==> src/slr_pkg.sv <==
// ----------------------------------------------------------------------------
// slr_pkg
// shared types and constants of the slope rate limiter
// ----------------------------------------------------------------------------
package slr_pkg;

    localparam int VALUE_WIDTH_DEFAULT = 32;
    localparam int STEP_WIDTH          = 31;
    localparam int CFG_INDEX_WIDTH     = 2;
    localparam int CFG_DATA_WIDTH      = STEP_WIDTH;

    typedef enum logic [CFG_INDEX_WIDTH-1:0] {
        CFG_INCREASE_STEP = 2'd0,
        CFG_DECREASE_STEP = 2'd1,
        CFG_REAL_FIRST    = 2'd2
    } cfg_index_t;

    typedef struct packed {
        logic [STEP_WIDTH-1:0] increase_step;
        logic [STEP_WIDTH-1:0] decrease_step;
        logic                  real_first;
    } slr_cfg_t;

endpackage

==> src/slr_stream_if.sv <==
// ----------------------------------------------------------------------------
// slr_stream_if
// valid/ready channels carrying the limiter's input and result transactions
// ----------------------------------------------------------------------------
interface slr_in_if #(
    parameter int VALUE_WIDTH = slr_pkg::VALUE_WIDTH_DEFAULT
);
    logic                          valid;
    logic                          ready;
    logic signed [VALUE_WIDTH-1:0] target_value;
    logic signed [VALUE_WIDTH-1:0] measured_value;

    modport source (output valid, output target_value, output measured_value, input ready);
    modport sink   (input valid, input target_value, input measured_value, output ready);
endinterface

interface slr_out_if #(
    parameter int VALUE_WIDTH = slr_pkg::VALUE_WIDTH_DEFAULT
);
    logic                          valid;
    logic                          ready;
    logic signed [VALUE_WIDTH-1:0] ramp_out;

    modport source (output valid, output ramp_out, input ready);
    modport sink   (input valid, input ramp_out, output ready);
endinterface

==> src/slr_cfg_regs.sv <==
// ----------------------------------------------------------------------------
// slr_cfg_regs
// configuration registers written through the plain write port
// ----------------------------------------------------------------------------
module slr_cfg_regs (
    input  logic                                 clk,
    input  logic                                 rst_n,
    input  logic                                 cfg_we,
    input  logic [slr_pkg::CFG_INDEX_WIDTH-1:0]  cfg_index,
    input  logic [slr_pkg::CFG_DATA_WIDTH-1:0]   cfg_data,
    output slr_pkg::slr_cfg_t                    cfg
);
    import slr_pkg::*;

    slr_cfg_t cfg_reg;
    slr_cfg_t cfg_next;

    always_comb
    begin
        cfg_next = cfg_reg;
        if (cfg_we)
        begin
            case (cfg_index)
                CFG_INCREASE_STEP: cfg_next.increase_step = cfg_data;
                CFG_DECREASE_STEP: cfg_next.decrease_step = cfg_data;
                CFG_REAL_FIRST:    cfg_next.real_first    = cfg_data[0];
                default:           cfg_next = cfg_reg;
            endcase
        end
    end

    always_ff @(posedge clk or negedge rst_n)
    begin
        if (!rst_n)
        begin
            cfg_reg <= '0;
        end
        else
        begin
            cfg_reg <= cfg_next;
        end
    end

    assign cfg = cfg_reg;

endmodule

==> src/slr_step_logic.sv <==
// ----------------------------------------------------------------------------
// slr_step_logic
// one limiter update: optional jump to measured value, then a bounded step
// ----------------------------------------------------------------------------
module slr_step_logic #(
    parameter int VALUE_WIDTH = slr_pkg::VALUE_WIDTH_DEFAULT
) (
    input  slr_pkg::slr_cfg_t              cfg,
    input  logic signed [VALUE_WIDTH-1:0]  planned,
    input  logic signed [VALUE_WIDTH-1:0]  target,
    input  logic signed [VALUE_WIDTH-1:0]  measured,
    output logic signed [VALUE_WIDTH-1:0]  result
);
    import slr_pkg::*;

    // wide enough for value plus step without overflow
    localparam int SW = ((VALUE_WIDTH > STEP_WIDTH) ? VALUE_WIDTH : STEP_WIDTH) + 2;

    logic signed [VALUE_WIDTH-1:0] start_val;
    logic                          jump;
    logic                          p_pos;
    logic                          p_neg;
    logic                          t_gt;
    logic                          t_lt;
    logic                          away;
    logic [STEP_WIDTH-1:0]         lim;
    logic signed [VALUE_WIDTH:0]   diff;
    logic [VALUE_WIDTH:0]          gap_mag;
    logic                          beyond;
    logic signed [SW-1:0]          start_x;
    logic signed [SW-1:0]          lim_x;
    logic signed [SW-1:0]          sum_x;
    logic signed [SW-1:0]          dif_x;
    logic signed [SW-1:0]          vmax_x;
    logic signed [SW-1:0]          vmin_x;
    logic signed [VALUE_WIDTH-1:0] stepped;

    always_comb
    begin
        jump = cfg.real_first &&
               (((target >= measured) && (measured >= planned)) ||
                ((target <= measured) && (measured <= planned)));
        start_val = jump ? measured : planned;

        p_neg = planned[VALUE_WIDTH-1];
        p_pos = !p_neg && (planned != '0);
        t_gt  = target > planned;
        t_lt  = target < planned;

        // from zero the increase step applies both ways
        away = (p_pos && t_gt) || (p_neg && t_lt) || (!p_pos && !p_neg);
        lim  = away ? cfg.increase_step : cfg.decrease_step;

        diff    = {planned[VALUE_WIDTH-1], planned} - {target[VALUE_WIDTH-1], target};
        gap_mag = diff[VALUE_WIDTH] ? $unsigned(-diff) : $unsigned(diff);
        beyond  = {{(SW-VALUE_WIDTH-1){1'b0}}, gap_mag} > {{(SW-STEP_WIDTH){1'b0}}, lim};

        start_x = {{(SW-VALUE_WIDTH){start_val[VALUE_WIDTH-1]}}, start_val};
        lim_x   = $signed({{(SW-STEP_WIDTH){1'b0}}, lim});
        vmax_x  = $signed({{(SW-VALUE_WIDTH+1){1'b0}}, {(VALUE_WIDTH-1){1'b1}}});
        vmin_x  = $signed({{(SW-VALUE_WIDTH+1){1'b1}}, {(VALUE_WIDTH-1){1'b0}}});
        sum_x   = start_x + lim_x;
        dif_x   = start_x - lim_x;

        if (t_gt)
        begin
            stepped = (sum_x > vmax_x) ? vmax_x[VALUE_WIDTH-1:0] : sum_x[VALUE_WIDTH-1:0];
        end
        else
        begin
            stepped = (dif_x < vmin_x) ? vmin_x[VALUE_WIDTH-1:0] : dif_x[VALUE_WIDTH-1:0];
        end

        if (!t_gt && !t_lt)
        begin
            result = start_val;
        end
        else if (beyond)
        begin
            result = stepped;
        end
        else
        begin
            result = target;
        end
    end

endmodule

==> src/slope_rate_limiter.sv <==
// ----------------------------------------------------------------------------
// slope_rate_limiter: asymmetric slew-rate limiter on signed fixed-point values
// pipeline: accepted inputs are registered in stage 1, results in the planned value register
// throughput: one transaction per cycle while the output is not stalled; the step logic is combinational
// reset: planned value and all configuration registers clear to zero
// ----------------------------------------------------------------------------
module slope_rate_limiter #(
    parameter int VALUE_WIDTH = slr_pkg::VALUE_WIDTH_DEFAULT
) (
    input  logic                                clk,
    input  logic                                rst_n,
    slr_in_if.sink                              in_ch,
    slr_out_if.source                           out_ch,
    input  logic                                cfg_we,
    input  logic [slr_pkg::CFG_INDEX_WIDTH-1:0] cfg_index,
    input  logic [slr_pkg::CFG_DATA_WIDTH-1:0]  cfg_data
);
    import slr_pkg::*;

    slr_cfg_t                      cfg;
    logic                          s1_valid_reg;
    logic                          s1_valid_next;
    logic signed [VALUE_WIDTH-1:0] s1_target_reg;
    logic signed [VALUE_WIDTH-1:0] s1_measured_reg;
    logic                          out_valid_reg;
    logic                          out_valid_next;
    logic signed [VALUE_WIDTH-1:0] planned_reg;
    logic signed [VALUE_WIDTH-1:0] planned_next;
    logic                          s1_advance;
    logic                          in_ready;
    logic                          in_take;

    slr_cfg_regs u_cfg_regs (
        .clk       (clk),
        .rst_n     (rst_n),
        .cfg_we    (cfg_we),
        .cfg_index (cfg_index),
        .cfg_data  (cfg_data),
        .cfg       (cfg)
    );

    slr_step_logic #(
        .VALUE_WIDTH (VALUE_WIDTH)
    ) u_step_logic (
        .cfg      (cfg),
        .planned  (planned_reg),
        .target   (s1_target_reg),
        .measured (s1_measured_reg),
        .result   (planned_next)
    );

    // the plan advances together with the result register
    assign s1_advance     = s1_valid_reg && (!out_valid_reg || out_ch.ready);
    assign in_ready       = !s1_valid_reg || s1_advance;
    assign in_take        = in_ch.valid && in_ready;
    assign s1_valid_next  = in_take || (s1_valid_reg && !s1_advance);
    assign out_valid_next = s1_advance || (out_valid_reg && !out_ch.ready);

    always_ff @(posedge clk or negedge rst_n)
    begin
        if (!rst_n)
        begin
            s1_valid_reg  <= 1'b0;
            out_valid_reg <= 1'b0;
            planned_reg   <= '0;
        end
        else
        begin
            s1_valid_reg  <= s1_valid_next;
            out_valid_reg <= out_valid_next;
            if (s1_advance)
            begin
                planned_reg <= planned_next;
            end
        end
    end

    always_ff @(posedge clk)
    begin
        if (in_take)
        begin
            s1_target_reg   <= in_ch.target_value;
            s1_measured_reg <= in_ch.measured_value;
        end
    end

    assign in_ch.ready     = in_ready;
    assign out_ch.valid    = out_valid_reg;
    assign out_ch.ramp_out = planned_reg;

endmodule

==> src/flat_wrapper.sv <==
// flat-port wrapper written by rule: the top's interface ports become plain ports
module slope_rate_limiter_flat import slr_pkg::*;
#(
    parameter int VALUE_WIDTH = slr_pkg::VALUE_WIDTH_DEFAULT
)
  (clk, rst_n, cfg_we, cfg_index, cfg_data, in_ch_valid, in_ch_target_value, in_ch_measured_value, in_ch_ready, out_ch_valid, out_ch_ramp_out, out_ch_ready);
  slr_in_if #(.VALUE_WIDTH(VALUE_WIDTH)) in_ch_i ();
  slr_out_if #(.VALUE_WIDTH(VALUE_WIDTH)) out_ch_i ();
  input  logic clk;
  input  logic rst_n;
  input  logic cfg_we;
  input  logic [slr_pkg::CFG_INDEX_WIDTH-1:0] cfg_index;
  input  logic [slr_pkg::CFG_DATA_WIDTH-1:0] cfg_data;
  input wire logic [$bits(in_ch_i.valid)-1:0] in_ch_valid;
  input wire logic [$bits(in_ch_i.target_value)-1:0] in_ch_target_value;
  input wire logic [$bits(in_ch_i.measured_value)-1:0] in_ch_measured_value;
  output wire logic [$bits(in_ch_i.ready)-1:0] in_ch_ready;
  output wire logic [$bits(out_ch_i.valid)-1:0] out_ch_valid;
  output wire logic [$bits(out_ch_i.ramp_out)-1:0] out_ch_ramp_out;
  input wire logic [$bits(out_ch_i.ready)-1:0] out_ch_ready;
  assign in_ch_i.valid = in_ch_valid;
  assign in_ch_i.target_value = in_ch_target_value;
  assign in_ch_i.measured_value = in_ch_measured_value;
  assign in_ch_ready = in_ch_i.ready;
  assign out_ch_valid = out_ch_i.valid;
  assign out_ch_ramp_out = out_ch_i.ramp_out;
  assign out_ch_i.ready = out_ch_ready;
  slope_rate_limiter #(.VALUE_WIDTH(VALUE_WIDTH)) u_core (.clk(clk), .rst_n(rst_n), .in_ch(in_ch_i), .out_ch(out_ch_i), .cfg_we(cfg_we), .cfg_index(cfg_index), .cfg_data(cfg_data));
endmodule
==> config.mk <==
export PLATFORM = sky130hd
export DESIGN_NAME = slope_rate_limiter_flat
export DESIGN_NICKNAME = d
export VERILOG_FILES = /design/src/slr_pkg.sv /design/src/slr_stream_if.sv /design/src/slr_cfg_regs.sv /design/src/slr_step_logic.sv /design/src/slope_rate_limiter.sv /design/src/flat_wrapper.sv
export SDC_FILE = /design/constraint.sdc
export NUM_CORES = 1
export LEC_CHECK = 0
export BUFFER_PORTS_ARGS = -buffer_cell sky130_fd_sc_hd__buf_2
export CAP_MARGIN = 20
export CORE_MARGIN = 5
export CORE_UTILIZATION = 35
export CTS_BUF_LIST = sky130_fd_sc_hd__clkbuf_8
export DETAILED_ROUTE_END_ITERATION = 12
export GPL_ROUTABILITY_DRIVEN = 0
export PLACE_DENSITY = 0.52
export SLEW_MARGIN = 25
export SYNTH_ARGS = -nofsm -noshare
export SYNTH_HDL_FRONTEND = slang
export SYNTH_SLANG_ARGS = --single-unit
==> constraint.sdc <==
create_clock -name clk -period 17.1 [get_ports clk]
set_input_delay 2.565 -clock clk [delete_from_list [all_inputs] [get_ports clk]]
set_output_delay 2.565 -clock clk [all_outputs]
set_load 0.01 [all_outputs]
### Word level (Yosys, flattened, before mapping)

Index checks and enable logic that the tools add are counted.

| storage, ports and cells | value |
|---|---|
| bits of input ports | 102 |
| word-level logic and storage cells | 63 |
| register bits after elaboration | 161 |
| output and inout port bits | 34 |

| operators by class | value |
|---|---|
| equality and inequality tests | 2 |
| reductions and logical operators | 32 |
| add/subtract/negate cells | 4 |
| multiplexer cells | 8 |
| magnitude comparators | 9 |

Operators with widths:

| operator | count |
|---|---|
| 32-bit two-way mux | 6 |
| 32-bit by 32-bit subtractor with 33-bit output | 2 |
| 32-bit greater-or-equal comparator | 2 |
| 32-bit <= comparator | 2 |
| 32-bit by 32-bit adder with 33-bit output | 1 |
| 33-bit by 31-bit > comparator with 1-bit output | 1 |
| 33-bit by 32-bit > comparator with 1-bit output (second input constant) | 1 |
| 33-bit by 32-bit less-than comparator with 1-bit output (second input constant) | 1 |
| 33-bit two-way mux | 1 |
| 33-bit negation | 1 |
| 32-bit > comparator | 1 |
| 32-bit less-than comparator | 1 |
| 32-bit nonzero test | 1 |
| 31-bit two-way mux | 1 |
| 1-bit logical AND | 12 |
| 1-bit zero test | 8 |
| 1-bit logical OR | 7 |
| 2-bit AND reduction | 3 |
| 2-bit by 1-bit == test with 1-bit output (second input constant) | 1 |
| 2-bit == test (second input constant) | 1 |
| 2-bit zero test | 1 |

### Longest topological paths before layout

| depth | value |
|---|---|
| depth in word-level cells | 12 |
| depth in mapped cells | 29 |
| depth with buffers taken out | 28 |

### Cells and area by module

Synthesis repeated with hierarchy kept, for this count alone.

| unflattened totals | value |
|---|---|
| cell total of the unflattened synthesis | 1919 |
| area total of the unflattened synthesis | 16903.7 µm² |

Modules (own cells, without submodules):

| module | sequential area each (µm²) | times used | cells each | area an instance (µm²) |
|---|---|---|---|---|
| slr_step_logic | 0.0 | 1 | 1645 | 11194.5 |
| slope_rate_limiter | 2772.7 | 1 | 139 | 3358.2 |
| slr_cfg_regs | 1576.5 | 1 | 135 | 2351.0 |

### Least setup slack after synthesis

OpenSTA, ideal clock, no wires.

| path | value |
|---|---|
| kind | flip-flop to flip-flop |
| from | reg u_core.planned_reg[14], in the netlist u_core.out_ch.ramp_out[14] |
| to | reg u_core.planned_reg[12], in the netlist u_core.out_ch.ramp_out[12] |
| setup slack | 10.557 ns |
| cell stages (with the launch flop) | 28 |
| clock period less this slack | 6.543 ns |
| path buffers | 2 |
| required time | 16.972 ns |
| data arrival time | 6.415 ns |
| setup time | 0.128 ns |
| cells stage by stage | dfrtp_1 ha_1 a21oi_1 o21ai_0 a21oi_1 nand3_1 o31a_1 a31oi_1 a21oi_1 o21ai_0 o21a_1 clkbuf_1 mux2_2 ha_1 fa_1 a21oi_1 o22ai_1 a211oi_1 o31a_1 o21ai_0 a41oi_1 a21oi_1 o211a_1 mux2i_1 nand3_2 buf_4 a221oi_1 o21ai_1 |

| between the ends | value |
|---|---|
| cells in the longest elaborated chain, start to end | 12 |
| elaborated cells between the ends (all ways) | 34 |
| classes of those cells | add/sub (4); order compare (7); mux (8); reduce/logical (15) |

RTL lines:

| what | RTL line | RTL |
|---|---|---|
| start, declared | slope_rate_limiter.sv:27 | `logic signed [VALUE_WIDTH-1:0] planned_reg;` |
| start signal, assigned | slope_rate_limiter.sv:73 | `planned_reg <= planned_next;` |
| parallel branches: the longest is 11 deep, another holds 32-bit by 32-bit subtractor with 33-bit output | -- |  |
| 32-bit two-way mux (*) | slr_step_logic.sv:74 | `if (!t_gt && !t_lt)` |

Every way passes the cells marked *.
A chain may end at the register's enable or synchronous reset.

### Worst setup path in the final report

| path | value |
|---|---|
| from | reg u_core.planned_reg[14], in the netlist u_core.out_ch.ramp_out[14] |
| to | reg u_core.planned_reg[2], in the netlist u_core.out_ch.ramp_out[2] |

Same word-level chain as after synthesis.

==> results.yml <==
flow_run:
  cap_violations: 0
critical_path:
  critPathSlowestCell: "nor2_4"
  start_kind: "register"
  slowest_delay_ns: 0.73
  crit_top_cell: "a21oi_1"
  worstSetupPathType: "register to register"
  crit_buf_inv: 2
  cp.required_ns: 17.49
  critPathTopFamily: "compound AO/OA/AOI/OAI gates"
  r2r_slack_ns: 8.00
  crit_path_end_kind: "register"
  path_max_fanout: 50
  critPathArrivalTime_ns: 9.49
yosys:
  synthFlopType: "dfrtp_1"
  synth-warning-count: 0
  ys_ff_latch: 161
  synth_nets: 2150
  yosysUniqueCellTypes: 88
  syn_avg_cell_area_sq_um: 8.635
  synth_area_leader_cell: "ha_1"
  syn_inst: 1843
  synth_edf_count: 64
  netlist_area_sq_um: 15910
  async_flop_share: 0.6025
  synthTopCellsByArea: "ha_1 16%, dfrtp_1 15%, edfxtp_1 12%"
  netlist.area_leader.share: 0.1588
  seq_area_frac_synth: 0.2733
routing:
  vias_per_cell: 5.673
  drt-total-wl_mm: 54.26
  drc_errors: 0
  drtIter0Drc: 1188
  detail-route-antenna-nets: 0
  drtPass1Iterations: 7
  wire_per_inst_um: 21.15
  vias: 14558
run_status:
  status: "complete, no violations"
floorplanning:
  fp-row-count: 78
  start_util: 0.3522
  die-area_sq_um: 49830
  ioPinCount: 136
  core_sq_um: 45190
  die_h_um: 223.2
  die_width_um: 223.2
finish:
  largest_reg_flops: 63
  finalNetCount: 2260
  post_route_cells_drive_above_1_share: 0.1719
  syn_to_final_growth_pct: 10.89
  final_common_cell: "ha_1"
  mostFrequentLayoutCells: "202 x ha_1, 180 x inv_1, 159 x a21oi_1, 151 x nand2_1, 134 x buf_2"
  diodes: 0
sta:
  worstMarginPinSlew_ns: 1.087
  period_share: 0.5322
  layout_min_cycle_time_ns: 9.100
  fin_skew_ns: 0.02521
  timing.setup.tns_ns: 0
  finalHoldViolations: 0
  finalSetupViolCount: 0
  fmax_mhz: 109.9
  final_max_slew_viol_count: 0
  rsz0062_at_grt: "no"
  relSlewSlack: 0.2676
clock_network:
  htreeDepth: 4
  cts.clk_slew.worst_paths_ns: 0.11
  clock_sinks: 161
  clock_insertion_delay_worst_skew_ns: 0.56
  cts-buffers-inserted: 17
  clockBufferDepth: 2
  cts_resized: 0
  cts_hold_buffers: 0
  cts_tree: "built"
  post-cts-setup-buffers: 0
  cts_root_buf: "clkbuf_8"
grt:
  grt_pass1_vias: 14162
  grt_pass1_wl_mm: 83.38
  grt_max_degree: 66
  track_usage: 0.2140
  grt_antenna_before_repair: 0
  overflow: 0
place:
  hpwlAfterDp_mm: 44.15
  io_buffers: 135
min_path:
  hp-class: "register to register"
[metrics by stage]
stage	instance area, sq um	worst slack, ns	util	std cells	hold slack (ns)
floorplan	15910	10.56	-	1843	0.4708
global placement	17280	8.439	0.3823	2534	0.4829
detailed placement	17280	8.158	0.3824	2534	0.4916
CTS	17640	8.119	0.3905	2566	0.5144
global route	17650	7.479	0.3905	2566	0.5219
finish	17650	8.000	0.3905	2566	0.5089
[final cells by class]
cell class                      count  area (sq um)
Multi-Input combinational cell   1429         10610
Fill cell                        4572         27540
Timing Repair Buffer              164         895.9
Tap cell                          600         750.7
Clock inverter                     15         132.6
Clock buffer                       17         234.0
Sequential cell                   161          4349
Inverter                          180         675.6
[metal layers]
metal / track usage / part of all wire / up-vias
met2: 0.3318 / 0.44 / 554
li1: - / - / 7015
met1: 0.3048 / 0.47 / 6933
met3: 0.04105 / 0.071 / 56
met4: 0.06008 / 0.021 / 0
met5: 0 / 0 / -
[kinds of logic after synthesis]
logic type / count (synthesis) / share of synthesized area
multiplexers: 101 / 0.07139
AND/OR/NAND/NOR: 456 / 0.1453
adder cells (fa/ha/maj): 205 / 0.1626
flip-flops: 161 / 0.2733
XOR/XNOR: 76 / 0.04230
AO/OA/AOI/OAI: 591 / 0.2432
buffers and inverters: 253 / 0.06195
[cell usage after synthesis, types with 28 or more instances]
cell type  number
a21oi_1       160
dfrtp_1        97
nand2_1       151
xor2_1         28
xnor2_1        47
nand4_1        37
edfxtp_1       64
a21o_1         34
inv_1         180
mux2_2         94
ha_1          202
clkbuf_1       59
o21ai_0       132
nor2_1         93
[worst reg2reg max path: stages, from the launching register on]
cell	delay, ns
dfrtp_1	0.47
ha_1	0.41
a21oi_1	0.45
o21ai_0	0.26
a21oi_1	0.28
nand3_1	0.22
o31a_1	0.32
a31oi_1	0.34
a21o_1	0.18
buf_4	0.49
o21ai_0	0.19
o21a_1	0.17
buf_4	0.28
mux2_2	0.41
ha_1	0.22
fa_1	0.41
a21oi_1	0.22
o22ai_1	0.14
a211oi_1	0.65
o31a_1	0.29
o21ai_0	0.16
a41oi_1	0.46
a21oi_1	0.16
o211a_1	0.24
mux2i_1	0.21
nand3_2	0.41
nor2_4	0.74
a221oi_1	0.18
[path summary, 6_finish.rpt]
kind                                             from                   endpoint  cells after the start
max                        u_core.out_ch.ramp_out[14]  u_core.out_ch.ramp_out[2]                     27
min                         u_core.u_cfg_regs.cfg[51]  u_core.u_cfg_regs.cfg[51]                      1
max reg2reg                u_core.out_ch.ramp_out[14]  u_core.out_ch.ramp_out[2]                     27
min reg2reg                 u_core.u_cfg_regs.cfg[51]  u_core.u_cfg_regs.cfg[51]                      1
max in group asynchronous                       rst_n  u_core.u_cfg_regs.cfg[22]                      2
min in group asynchronous                       rst_n        u_core.s1_valid_reg                      1
Power is not shown: default switching activity piles up to over one toggle a cycle in this logic, so the estimate is an artifact.
